### src/rtl/core/mse_pkg.sv
// Package: transaction types and instruction-set constants for the execute unit.
package mse_pkg;

  typedef struct packed {
    logic        action;
    logic [31:0] instr_word;
    logic [31:0] load_data;
  } in_t;

  typedef struct packed {
    logic [31:0] fetch_addr;
    logic [1:0]  bus_kind;
    logic [31:0] bus_addr;
    logic [31:0] bus_wdata;
    logic        status;
  } out_t;

  localparam logic [31:0] RESET_PC       = 32'hBFC0_0000;
  localparam logic [31:0] PC_REGION_MASK = 32'hF000_0000;
  localparam logic [31:0] PC_STEP        = 32'd4;
  localparam int unsigned LUI_SHIFT      = 16;

  localparam logic ACT_INSTR = 1'b0;
  localparam logic ACT_LOAD  = 1'b1;

  localparam logic [5:0] OP_SPECIAL = 6'h00;
  localparam logic [5:0] OP_J       = 6'h02;
  localparam logic [5:0] OP_BNE     = 6'h05;
  localparam logic [5:0] OP_ADDI    = 6'h08;
  localparam logic [5:0] OP_ADDIU   = 6'h09;
  localparam logic [5:0] OP_ORI     = 6'h0D;
  localparam logic [5:0] OP_LUI     = 6'h0F;
  localparam logic [5:0] OP_COP0    = 6'h10;
  localparam logic [5:0] OP_LW      = 6'h23;
  localparam logic [5:0] OP_SW      = 6'h2B;

  localparam logic [5:0] FN_SLL = 6'h00;
  localparam logic [5:0] FN_OR  = 6'h25;

  localparam logic [4:0] COP_MT = 5'h04;

  localparam logic [1:0] BUS_NONE  = 2'd0;
  localparam logic [1:0] BUS_READ  = 2'd1;
  localparam logic [1:0] BUS_WRITE = 2'd2;

  localparam logic ST_OK      = 1'b0;
  localparam logic ST_UNKNOWN = 1'b1;

endpackage

### src/rtl/core/mips_subset_execute_unit.sv
// Top level: MIPS I subset execute unit with a one-instruction delay slot.
//
// Takes one transaction per clock and returns exactly one result per
// transaction, in the cycle after acceptance, from a registered output stage;
// in_ready stays high while the output register is empty or being drained,
// so the rate is one item per cycle unless out_ready stalls. The register
// file is a 32-entry memory with one write port and two registered read
// ports; the operands of an instruction are read when its word arrives
// (one instruction ahead of execution) and are forwarded from any write
// that lands before it executes. Register 0 reads as zero; entries not yet
// written read as zero through per-entry valid bits cleared by reset.
// Coprocessor 0 writes (MTC0) are accepted and reported as executed, but
// coprocessor state is not observable at the ports and is not stored.
module mips_subset_execute_unit (
  input  logic          clk,
  input  logic          rst_n,
  input  logic          in_valid,
  output logic          in_ready,
  input  mse_pkg::in_t  in_data,
  output logic          out_valid,
  input  logic          out_ready,
  output mse_pkg::out_t out_data
);

  // architectural state
  logic [31:0] pc_r, pc_nxt;
  logic [31:0] held_r;
  logic [4:0]  load_dest_r, load_dest_nxt;
  logic        load_wait_r, load_wait_nxt;

  // register file and operand read ports
  logic [31:0] rf_mem [32];
  logic [31:0] rf_vld_r;
  logic [31:0] rd_a_r, rd_b_r;
  logic        vld_a_r, vld_b_r;
  logic        ovr_a_r, ovr_b_r;
  logic [31:0] ovr_a_val_r, ovr_b_val_r;

  logic          out_valid_r;
  mse_pkg::out_t out_data_r, out_nxt;

  logic        accept;
  logic        is_word;
  logic        wr_en;
  logic [4:0]  wr_idx;
  logic [31:0] wr_data;
  logic [4:0]  addr_a, addr_b;

  // decode of the held instruction
  logic [5:0]  op, fn;
  logic [4:0]  rs, rt, rd, sh;
  logic [15:0] imm;
  logic [31:0] simm, vs, vt, mem_addr;

  assign in_ready  = !out_valid_r || out_ready;
  assign accept    = in_valid && in_ready;
  assign is_word   = (in_data.action == mse_pkg::ACT_INSTR);
  assign out_valid = out_valid_r;
  assign out_data  = out_data_r;

  assign op   = held_r[31:26];
  assign rs   = held_r[25:21];
  assign rt   = held_r[20:16];
  assign rd   = held_r[15:11];
  assign sh   = held_r[10:6];
  assign fn   = held_r[5:0];
  assign imm  = held_r[15:0];
  assign simm = {{16{imm[15]}}, imm};

  assign vs = ovr_a_r ? ovr_a_val_r : (vld_a_r ? rd_a_r : 32'd0);
  assign vt = ovr_b_r ? ovr_b_val_r : (vld_b_r ? rd_b_r : 32'd0);
  assign mem_addr = vs + simm;

  // read addresses: the incoming word's operands, else keep tracking the held ones
  assign addr_a = is_word ? in_data.instr_word[25:21] : rs;
  assign addr_b = is_word ? in_data.instr_word[20:16] : rt;

  always_comb begin
    logic       w_en;
    logic [4:0] w_idx;
    w_en          = 1'b0;
    w_idx         = '0;
    wr_data       = '0;
    pc_nxt        = pc_r;
    load_dest_nxt = load_dest_r;
    load_wait_nxt = load_wait_r;
    out_nxt       = '0;
    if (!is_word) begin
      if (load_wait_r) begin
        w_en          = 1'b1;
        w_idx         = load_dest_r;
        wr_data       = in_data.load_data;
        load_wait_nxt = 1'b0;
      end
    end else begin
      pc_nxt = pc_r + mse_pkg::PC_STEP;
      unique case (op)
        mse_pkg::OP_SPECIAL: begin
          if (fn == mse_pkg::FN_SLL) begin
            w_en = 1'b1; w_idx = rd; wr_data = vt << sh;
          end else if (fn == mse_pkg::FN_OR) begin
            w_en = 1'b1; w_idx = rd; wr_data = vs | vt;
          end else begin
            out_nxt.status = mse_pkg::ST_UNKNOWN;
          end
        end
        mse_pkg::OP_COP0: begin
          if (rs != mse_pkg::COP_MT) out_nxt.status = mse_pkg::ST_UNKNOWN;
        end
        mse_pkg::OP_J: begin
          pc_nxt = (pc_r & mse_pkg::PC_REGION_MASK) | {4'b0000, held_r[25:0], 2'b00};
        end
        mse_pkg::OP_BNE: begin
          if (vs != vt) pc_nxt = pc_r + {simm[29:0], 2'b00};
        end
        mse_pkg::OP_ADDI, mse_pkg::OP_ADDIU: begin
          w_en = 1'b1; w_idx = rt; wr_data = vs + simm;
        end
        mse_pkg::OP_ORI: begin
          w_en = 1'b1; w_idx = rt; wr_data = vs | {16'd0, imm};
        end
        mse_pkg::OP_LUI: begin
          w_en = 1'b1; w_idx = rt; wr_data = {imm, 16'd0};
        end
        mse_pkg::OP_LW: begin
          out_nxt.bus_kind = mse_pkg::BUS_READ;
          out_nxt.bus_addr = mem_addr;
          load_dest_nxt    = rt;
          load_wait_nxt    = 1'b1;
        end
        mse_pkg::OP_SW: begin
          out_nxt.bus_kind  = mse_pkg::BUS_WRITE;
          out_nxt.bus_addr  = mem_addr;
          out_nxt.bus_wdata = vt;
        end
        default: out_nxt.status = mse_pkg::ST_UNKNOWN;
      endcase
    end
    out_nxt.fetch_addr = pc_nxt;
    // drop writes to register 0
    wr_en  = accept && w_en && (w_idx != 5'd0);
    wr_idx = w_idx;
  end

  always_ff @(posedge clk) begin
    if (!rst_n) begin
      pc_r        <= mse_pkg::RESET_PC;
      held_r      <= '0;
      load_dest_r <= '0;
      load_wait_r <= 1'b0;
      rf_vld_r    <= '0;
      vld_a_r     <= 1'b0;
      vld_b_r     <= 1'b0;
      ovr_a_r     <= 1'b0;
      ovr_b_r     <= 1'b0;
      out_valid_r <= 1'b0;
    end else begin
      if (accept) begin
        pc_r        <= pc_nxt;
        load_dest_r <= load_dest_nxt;
        load_wait_r <= load_wait_nxt;
        if (is_word) begin
          held_r  <= in_data.instr_word;
          vld_a_r <= rf_vld_r[addr_a];
          vld_b_r <= rf_vld_r[addr_b];
          ovr_a_r <= wr_en && (wr_idx == addr_a);
          ovr_b_r <= wr_en && (wr_idx == addr_b);
        end else begin
          if (wr_en && (wr_idx == addr_a)) ovr_a_r <= 1'b1;
          if (wr_en && (wr_idx == addr_b)) ovr_b_r <= 1'b1;
        end
        if (wr_en) rf_vld_r[wr_idx] <= 1'b1;
        out_valid_r <= 1'b1;
      end else if (out_ready) begin
        out_valid_r <= 1'b0;
      end
    end
  end

  // payload registers: register file, read data, forwarded values, result
  always_ff @(posedge clk) begin
    if (wr_en) rf_mem[wr_idx] <= wr_data;
    if (accept && is_word) begin
      rd_a_r <= rf_mem[addr_a];
      rd_b_r <= rf_mem[addr_b];
    end
    if (wr_en && (wr_idx == addr_a)) ovr_a_val_r <= wr_data;
    if (wr_en && (wr_idx == addr_b)) ovr_b_val_r <= wr_data;
    if (accept) out_data_r <= out_nxt;
  end

endmodule

### config.mk
export PLATFORM = sky130hd
export DESIGN_NAME = mips_subset_execute_unit
export DESIGN_NICKNAME = d
export VERILOG_FILES = /design/src/rtl/core/mse_pkg.sv /design/src/rtl/core/mips_subset_execute_unit.sv
export SDC_FILE = /design/constraint.sdc
export NUM_CORES = 2
export LEC_CHECK = 0
export ABC_AREA = 0
export CORE_MARGIN = 3
export CORE_UTILIZATION = 56
export CTS_CLUSTER_DIAMETER = 200
export DETAILED_ROUTE_END_ITERATION = 8
export DONT_BUFFER_PORTS = 1
export PLACE_DENSITY = 0.71
export SYNTH_ARGS = -nofsm -noshare
export SYNTH_HDL_FRONTEND = slang
export SYNTH_SLANG_ARGS = --single-unit
### constraint.sdc
create_clock -name clk -period 8 [get_ports clk]
set_input_delay 1.2 -clock clk [delete_from_list [all_inputs] [get_ports clk]]
set_output_delay 1.2 -clock clk [all_outputs]
set_load 0.02 [all_outputs]
# After elaboration in Yosys (flattened, before gate mapping)

Memories as Yosys holds them, arrays and structs flattened. A register that Yosys moved wholly into a read port is not among the register bits.
Index checks and enable logic that the tools add are counted.

Bits in writable memories: 1,024
ROM bits: 0
Bits of input ports: 69
Flip-flop bits (word level): 270
Memories kept: 1
Word-level logic and storage cells: 117
Bits in latches: 0

Memory list:

| name   | depth | width | rd ports | clocked after Yosys merged registers in | write ports | line                           | source |
|---|---|---|---|---|---|---|---|
| rf_mem | 32    | 32    | 2        | 2                                       | 1           | mips_subset_execute_unit.sv:32 | `logic [31:0] rf_mem [32];` |

Add/sub/neg operators: 3
Divide/modulo/power cells: 0
$mul: 0
Multiplexer cells: 45
Magnitude comparators: 4
Reductions and logical operators: 24
Bitwise logic cells: 6
Equal/unequal tests: 16
Shift-type cells: 1

Operators by type and width:

| cell                                                | number |
|---|---|
| two-way mux 32 bit                                  | 10 |
| one-hot mux 32 bit (4 select lines)                 | 1 |
| one-hot mux 34 bit (2 select lines)                 | 1 |
| adder 32 bit                                        | 2 |
| OR 32 bit                                           | 2 |
| one-hot mux 32 bit (2 select lines)                 | 1 |
| adder 32 x 3 -> 32 bit (second input constant)      | 1 |
| inequality test 32 bit                              | 1 |
| OR 32 x 16 -> 32 bit                                | 1 |
| OR 32 x 28 -> 32 bit                                | 1 |
| left shift 32 x 5 -> 32 bit                         | 1 |
| two-way mux 5 bit                                   | 6 |
| == test 6 x 4 -> 1 bit (second input constant)      | 4 |
| two-way mux 1 bit                                   | 20 |
| == test 6 bit (second input constant)               | 3 |
| < comparator 5 x 6 -> 1 bit (second input constant) | 3 |
| zero test 6 bit                                     | 2 |
| binary-select mux 1 bit (select 5 bit)              | 2 |
| == test 5 bit                                       | 2 |
| one-hot mux 5 bit (2 select lines)                  | 1 |
| AND reduction 2 bit                                 | 5 |
| OR reduction 8 bit                                  | 1 |
| logical AND 1 bit                                   | 7 |
| == test 6 x 2 -> 1 bit (second input constant)      | 1 |
| other kinds (16)                                    | 20 |

# Logic depth before layout (Yosys ltp)

Word-level depth: 10
Mapped depth: 18
Gate-level depth less buffers: 13

# Least setup slack after synthesis

Ideal clock, no wire load.

Path type: register to register
From: register ovr_a_r
To: register ovr_a_val_r[31], data pin
Arrival time: 5.180 ns
Data required time: 7.517 ns
Path slack: 2.337 ns
Stages on the path, launching flop included: 18
Period minus slack after synthesis: 5.663 ns
Library setup time: 0.483 ns
Path through: dfxtp_1 > clkbuf_1 > nor2b_1 > clkbuf_1 > clkbuf_1 > clkbuf_1 > a22o_1 > inv_1 > ha_1 > and3_1 > a221o_1 > a22oi_1 > nand3_1 > o2111ai_1 > nand2_1 > nor4_1 > nor3_1 > o31ai_1

Cells in the longest elaborated chain, start to end: 6
Elaborated cells on any way between the ends: 8

RTL lines:

| what                                                 | line                            | source |
|---|---|---|
| start, declared                                      | mips_subset_execute_unit.sv:36  | `logic ovr_a_r, ovr_b_r;` |
| start signal, assigned                               | mips_subset_execute_unit.sv:166 | `ovr_a_r <= wr_en && (wr_idx == addr_a);` |
| two-way mux 32 bit *                                 | mips_subset_execute_unit.sv:70  | `assign vs = ovr_a_r ? ovr_a_val_r : (vld_a_r ? rd_a_r : 32'd0);` |
| branches (longest 3 deep; another with adder 32 bit) | n/a                             |  |
| one-hot mux 32 bit (4 select lines) *                | mips_subset_execute_unit.sv:97  | `unique case (op)` |
| two-way mux 32 bit *                                 | mips_subset_execute_unit.sv:88  | `if (!is_word) begin` |
| net wr_data[31]                                      | mips_subset_execute_unit.sv:46  | `logic [31:0] wr_data;` |
| end signal, assigned                                 | mips_subset_execute_unit.sv:187 | `if (wr_en && (wr_idx == addr_a)) ovr_a_val_r <= wr_data;` |
| end, declared                                        | mips_subset_execute_unit.sv:37  | `logic [31:0] ovr_a_val_r, ovr_b_val_r;` |

Mark *: on every way through the listed nets, which the timed path passes.
A chain may end at the register's enable or synchronous reset.

# Final worst setup path

From: register vld_a_r
To: memory rf_mem[22][10], data pin

Cells in the longest elaborated chain, start to end: 7
Elaborated cells on any way between the ends: 9

RTL lines:

| what                                                 | line                            | source |
|---|---|---|
| start, declared                                      | mips_subset_execute_unit.sv:35  | `logic vld_a_r, vld_b_r;` |
| start signal, assigned                               | mips_subset_execute_unit.sv:164 | `vld_a_r <= rf_vld_r[addr_a];` |
| two-way mux 32 bit * (2 in a row)                    | mips_subset_execute_unit.sv:70  |  |
| branches (longest 3 deep; another with adder 32 bit) | n/a                             |  |
| one-hot mux 32 bit (4 select lines) *                | mips_subset_execute_unit.sv:97  |  |
| two-way mux 32 bit *                                 | mips_subset_execute_unit.sv:88  |  |
| net wr_data[10]                                      | mips_subset_execute_unit.sv:46  |  |
| end, declared                                        | mips_subset_execute_unit.sv:32  |  |

Marked as above.

==> load_flow_metrics.sql <==
INSERT INTO impl_metrics (metric_group, metric, value, unit) VALUES
('power_and_ir_drop', 'power_frac_clock', '40.1', '%'),
('layout', 'utilization', '62.5', '%'),
('sta', 'maxSlewViolCount', '0', ''),
('synthesis', 'syn-cell-area', '68500', 'sq um'),
('layout', 'layout-drive-gt1-share', '20.9', '%'),
('clock_tree', 'htree_num_levels', '4', ''),
('worst_setup_path', 'critical_path.n_buffers_inverters', '0', ''),
('sta', 'finalHoldWorstSlack', '459', 'ps'),
('synthesis', 'synth_seq_area_share', '58.0', '%'),
('grt', 'grt_max_degree', '131', ''),
('worst_setup_path', 'critPathSlowestCell', 'sky130_fd_sc_hd__nand2_1', ''),
('clock_tree', 'cts_inserted_buffers', '143', ''),
('grt', 'grt_antenna_before_repair', '8', ''),
('worst_setup_path', 'critPathKind', 'reg -> reg', ''),
('sta', 'slew-limit-headroom', '10.4', '%'),
('die', 'floorplan.core_area', '121000', 'sq um'),
('clock_tree', 'number_of_gates_resized_after_cts', '0', ''),
('placed_design', 'post-dp-hpwl', '134000', 'um'),
('grt', 'global_route.overflow_total', '0', ''),
('routing', 'drt_iter0_markers', '7229', ''),
('synthesis', 'synth_fa_ha_area_share', '2.07', '%'),
('synthesis', 'synth_cell_type_count', '98', ''),
('power_and_ir_drop', 'max-vdd-ir-drop', '0.208', 'mV'),
('routing', 'detail_route.first_pass.iterations', '6', ''),
('clock_tree', 'cts_setup_buffers', '0', ''),
('worst_setup_path', 'crit_path_start_kind', 'register', ''),
('sta', 'hold_viol_final', '0', ''),
('die', 'placement_rows', '127', ''),
('synthesis', 'yosys.cell_count.top_type', 'sky130_fd_sc_hd__edfxtp_1', ''),
('die', 'die-height', '356', 'um'),
('placed_design', 'port-buffer-count', '0', ''),
('sta', 'slew_at_the_pin_closest_to_its_max_slew_limit', '1340', 'ps'),
('synthesis', 'synth_commonest_cells', 'sky130_fd_sc_hd__edfxtp_1 (1,251), sky130_fd_sc_hd__nand2_1 (792), sky130_fd_sc_hd__mux4_2 (552)', ''),
('worst_setup_path', 'worstPathMaxFanout', '34', ''),
('outcome', 'outcome', 'completed', ''),
('power_and_ir_drop', 'overall_power', '16300', 'uW'),
('clock_tree', 'cts_sinks', '1358', ''),
('routing', 'detail_route.vias_per_cell', '7.15', ''),
('sta', 'timing.clock.skew', '33.4', 'ps'),
('clock_tree', 'clk_transition_reported_paths', '60', 'ps'),
('routing', 'detail-route-antenna-nets', '0', ''),
('clock_tree', 'cts.path.max_buffers', '3', ''),
('layout', 'area_grow_syn2layout', '10.1', '%'),
('placed_design', 'dpl_cell_area', '70800', 'sq um'),
('sta', 'grt_setup_unrepaired', 'no', ''),
('layout', 'sequential_cell_area', '39700', 'sq um'),
('power_and_ir_drop', 'power_per_cell_area', '217', 'nW/um^2'),
('synthesis', 'synth.top_cell.area_share', '54.9', '%'),
('synthesis', 'main_combinational_cell_family_by_area_after_synthesis', 'multiplexers', ''),
('grt', 'vias_in_the_first_global_route', '45800', ''),
('clock_tree', 'tritoncts', 'built', ''),
('worst_setup_path', 'critPathRequiredTime', '8230', 'ps'),
('sta', 'finalSetupViolCount', '0', ''),
('synthesis', 'syn-instance-count', '4873', ''),
('sta', 'period_minus_ws_final', '5130', 'ps'),
('grt', 'grt_pass1_wl', '323000', 'um'),
('power_and_ir_drop', 'leakage', '0.0257', 'uW'),
('clock_tree', 'post_cts_hold_buffer_count', '0', ''),
('power_and_ir_drop', 'combPwrFrac', '11.2', '%'),
('worst_setup_path', 'cp_top_family', 'compound AO/OA/AOI/OAI gates', ''),
('grt', 'grt_util_all_layers', '35.5', '%'),
('synthesis', 'synth_top_area_cell', 'sky130_fd_sc_hd__edfxtp_1', ''),
('worst_setup_path', 'crit_path_start', 'vld_a_r', ''),
('synthesis', 'most_used_dff_post_synth', 'sky130_fd_sc_hd__edfxtp_1', ''),
('synthesis', 'post_synthesis_compound_gate_area_fraction', '7.13', '%'),
('run', 'max_capacitance_violation_count', '0', ''),
('synthesis', 'synthArstFlopShare', '0', '%'),
('synthesis', 'synth.area.mux_share', '19.3', '%'),
('clock_tree', 'insertion_delay', '780', 'ps'),
('synthesis', 'yosys.area_share.simple', '9.75', '%'),
('synthesis', 'synth_enable_flop_cells', '1251', '');
## layout by cell type, fill, tap and decap left out, drive strengths merged, types with 26 or more instances in the layout
cell    Yosys  final
edfxtp   1251   1251
nand2     792    792
mux4      552    552
nand3     358    358
a21oi     202    202
nor2      193    193
clkbuf    185    182
o21ai     161    161
buf       153    131
inv       107    113
ha        110    110
dfxtp     107    107
xnor2      59     59
mux2i      58     58
clkinv      1     58
o21a       48     48
a22oi      45     45
a22o       36     36
and2       33     33
conb        1     32
a221oi     32     32
a21o       29     29
a211oi     26     26
## power by group through the flow
stage | registers (uW) | logic, uW | clock network (uW)
final | 7960 | 1830 | 6550
after global routing | 7960 | 1950 | 6880
after CTS | 7950 | 1800 | 6590
after detailed placement | 8100 | 1790 | 0
after global placement | 8100 | 1780 | 0
after floorplan | 8050 | 1260 | 0
## kinds of logic (layout without fill, tap and decap cells)
group	count (synthesis)	in the layout
mux	628	628
other cells	1	37
xor+xnor	82	82
fa+ha+maj	112	112
flops	1358	1358
compound gates	730	730
simple gates	1516	1516
buf+inv	446	498
## final cells by class
cell class	instances	area share [%]
Sequential cell	1358	52.7
Multi-Input combinational cell	3100	36.6
Clock buffer	182	5.11
Tap cell	1612	2.68
Timing Repair Buffer	131	1.45
Clock inverter	77	0.941
Inverter	108	0.545
Antenna cell	5	0.0166
## metrics by stage
stage | instances | worst slack, ps
floorplan | 4904 | 2340
global placement | 6309 | 2770
detailed placement | 6309 | 3030
CTS | 6568 | 3000
global route | 6570 | 2700
finish | 6573 | 2870
## sequential cells by signal, summed over array words and instances, names as in the netlist
name         flops
rf_mem        1024
out_data        99
held_r          32
ovr_a_val_r     32
ovr_b_val_r     32
pc_r            32
rd_a_r          32
rd_b_r          32
rf_vld_r        32
load_dest_r      5
load_wait_r      1
out_valid        1
ovr_a_r          1
ovr_b_r          1
vld_a_r          1
vld_b_r          1
## worst reg2reg max path: cells and delay by family, from the launching register on
family / cells / cell delay (ps)
compound gates: 7 / 1890
flops: 1 / 320
simple gates: 2 / 1400
xor+xnor: 1 / 370
fa+ha+maj: 2 / 580
## routing by layer
layer,up-vias,GRT usage (%),wire (um)
met5,-,0,27
met4,4,19.3,14300
met3,674,9.74,30000
met2,3657,53.4,101000
met1,23600,47.5,78900
li1,19100,-,-
## worst paths after layout
check / end / slack (ps)
setup / recovery: rf_mem[22][10] / 2870
hold / removal: load_wait_r / 460
setup reg to reg: rf_mem[22][10] / 2870
hold reg to reg: load_wait_r / 460
Note: power is estimated with default switching activity, not from simulation.
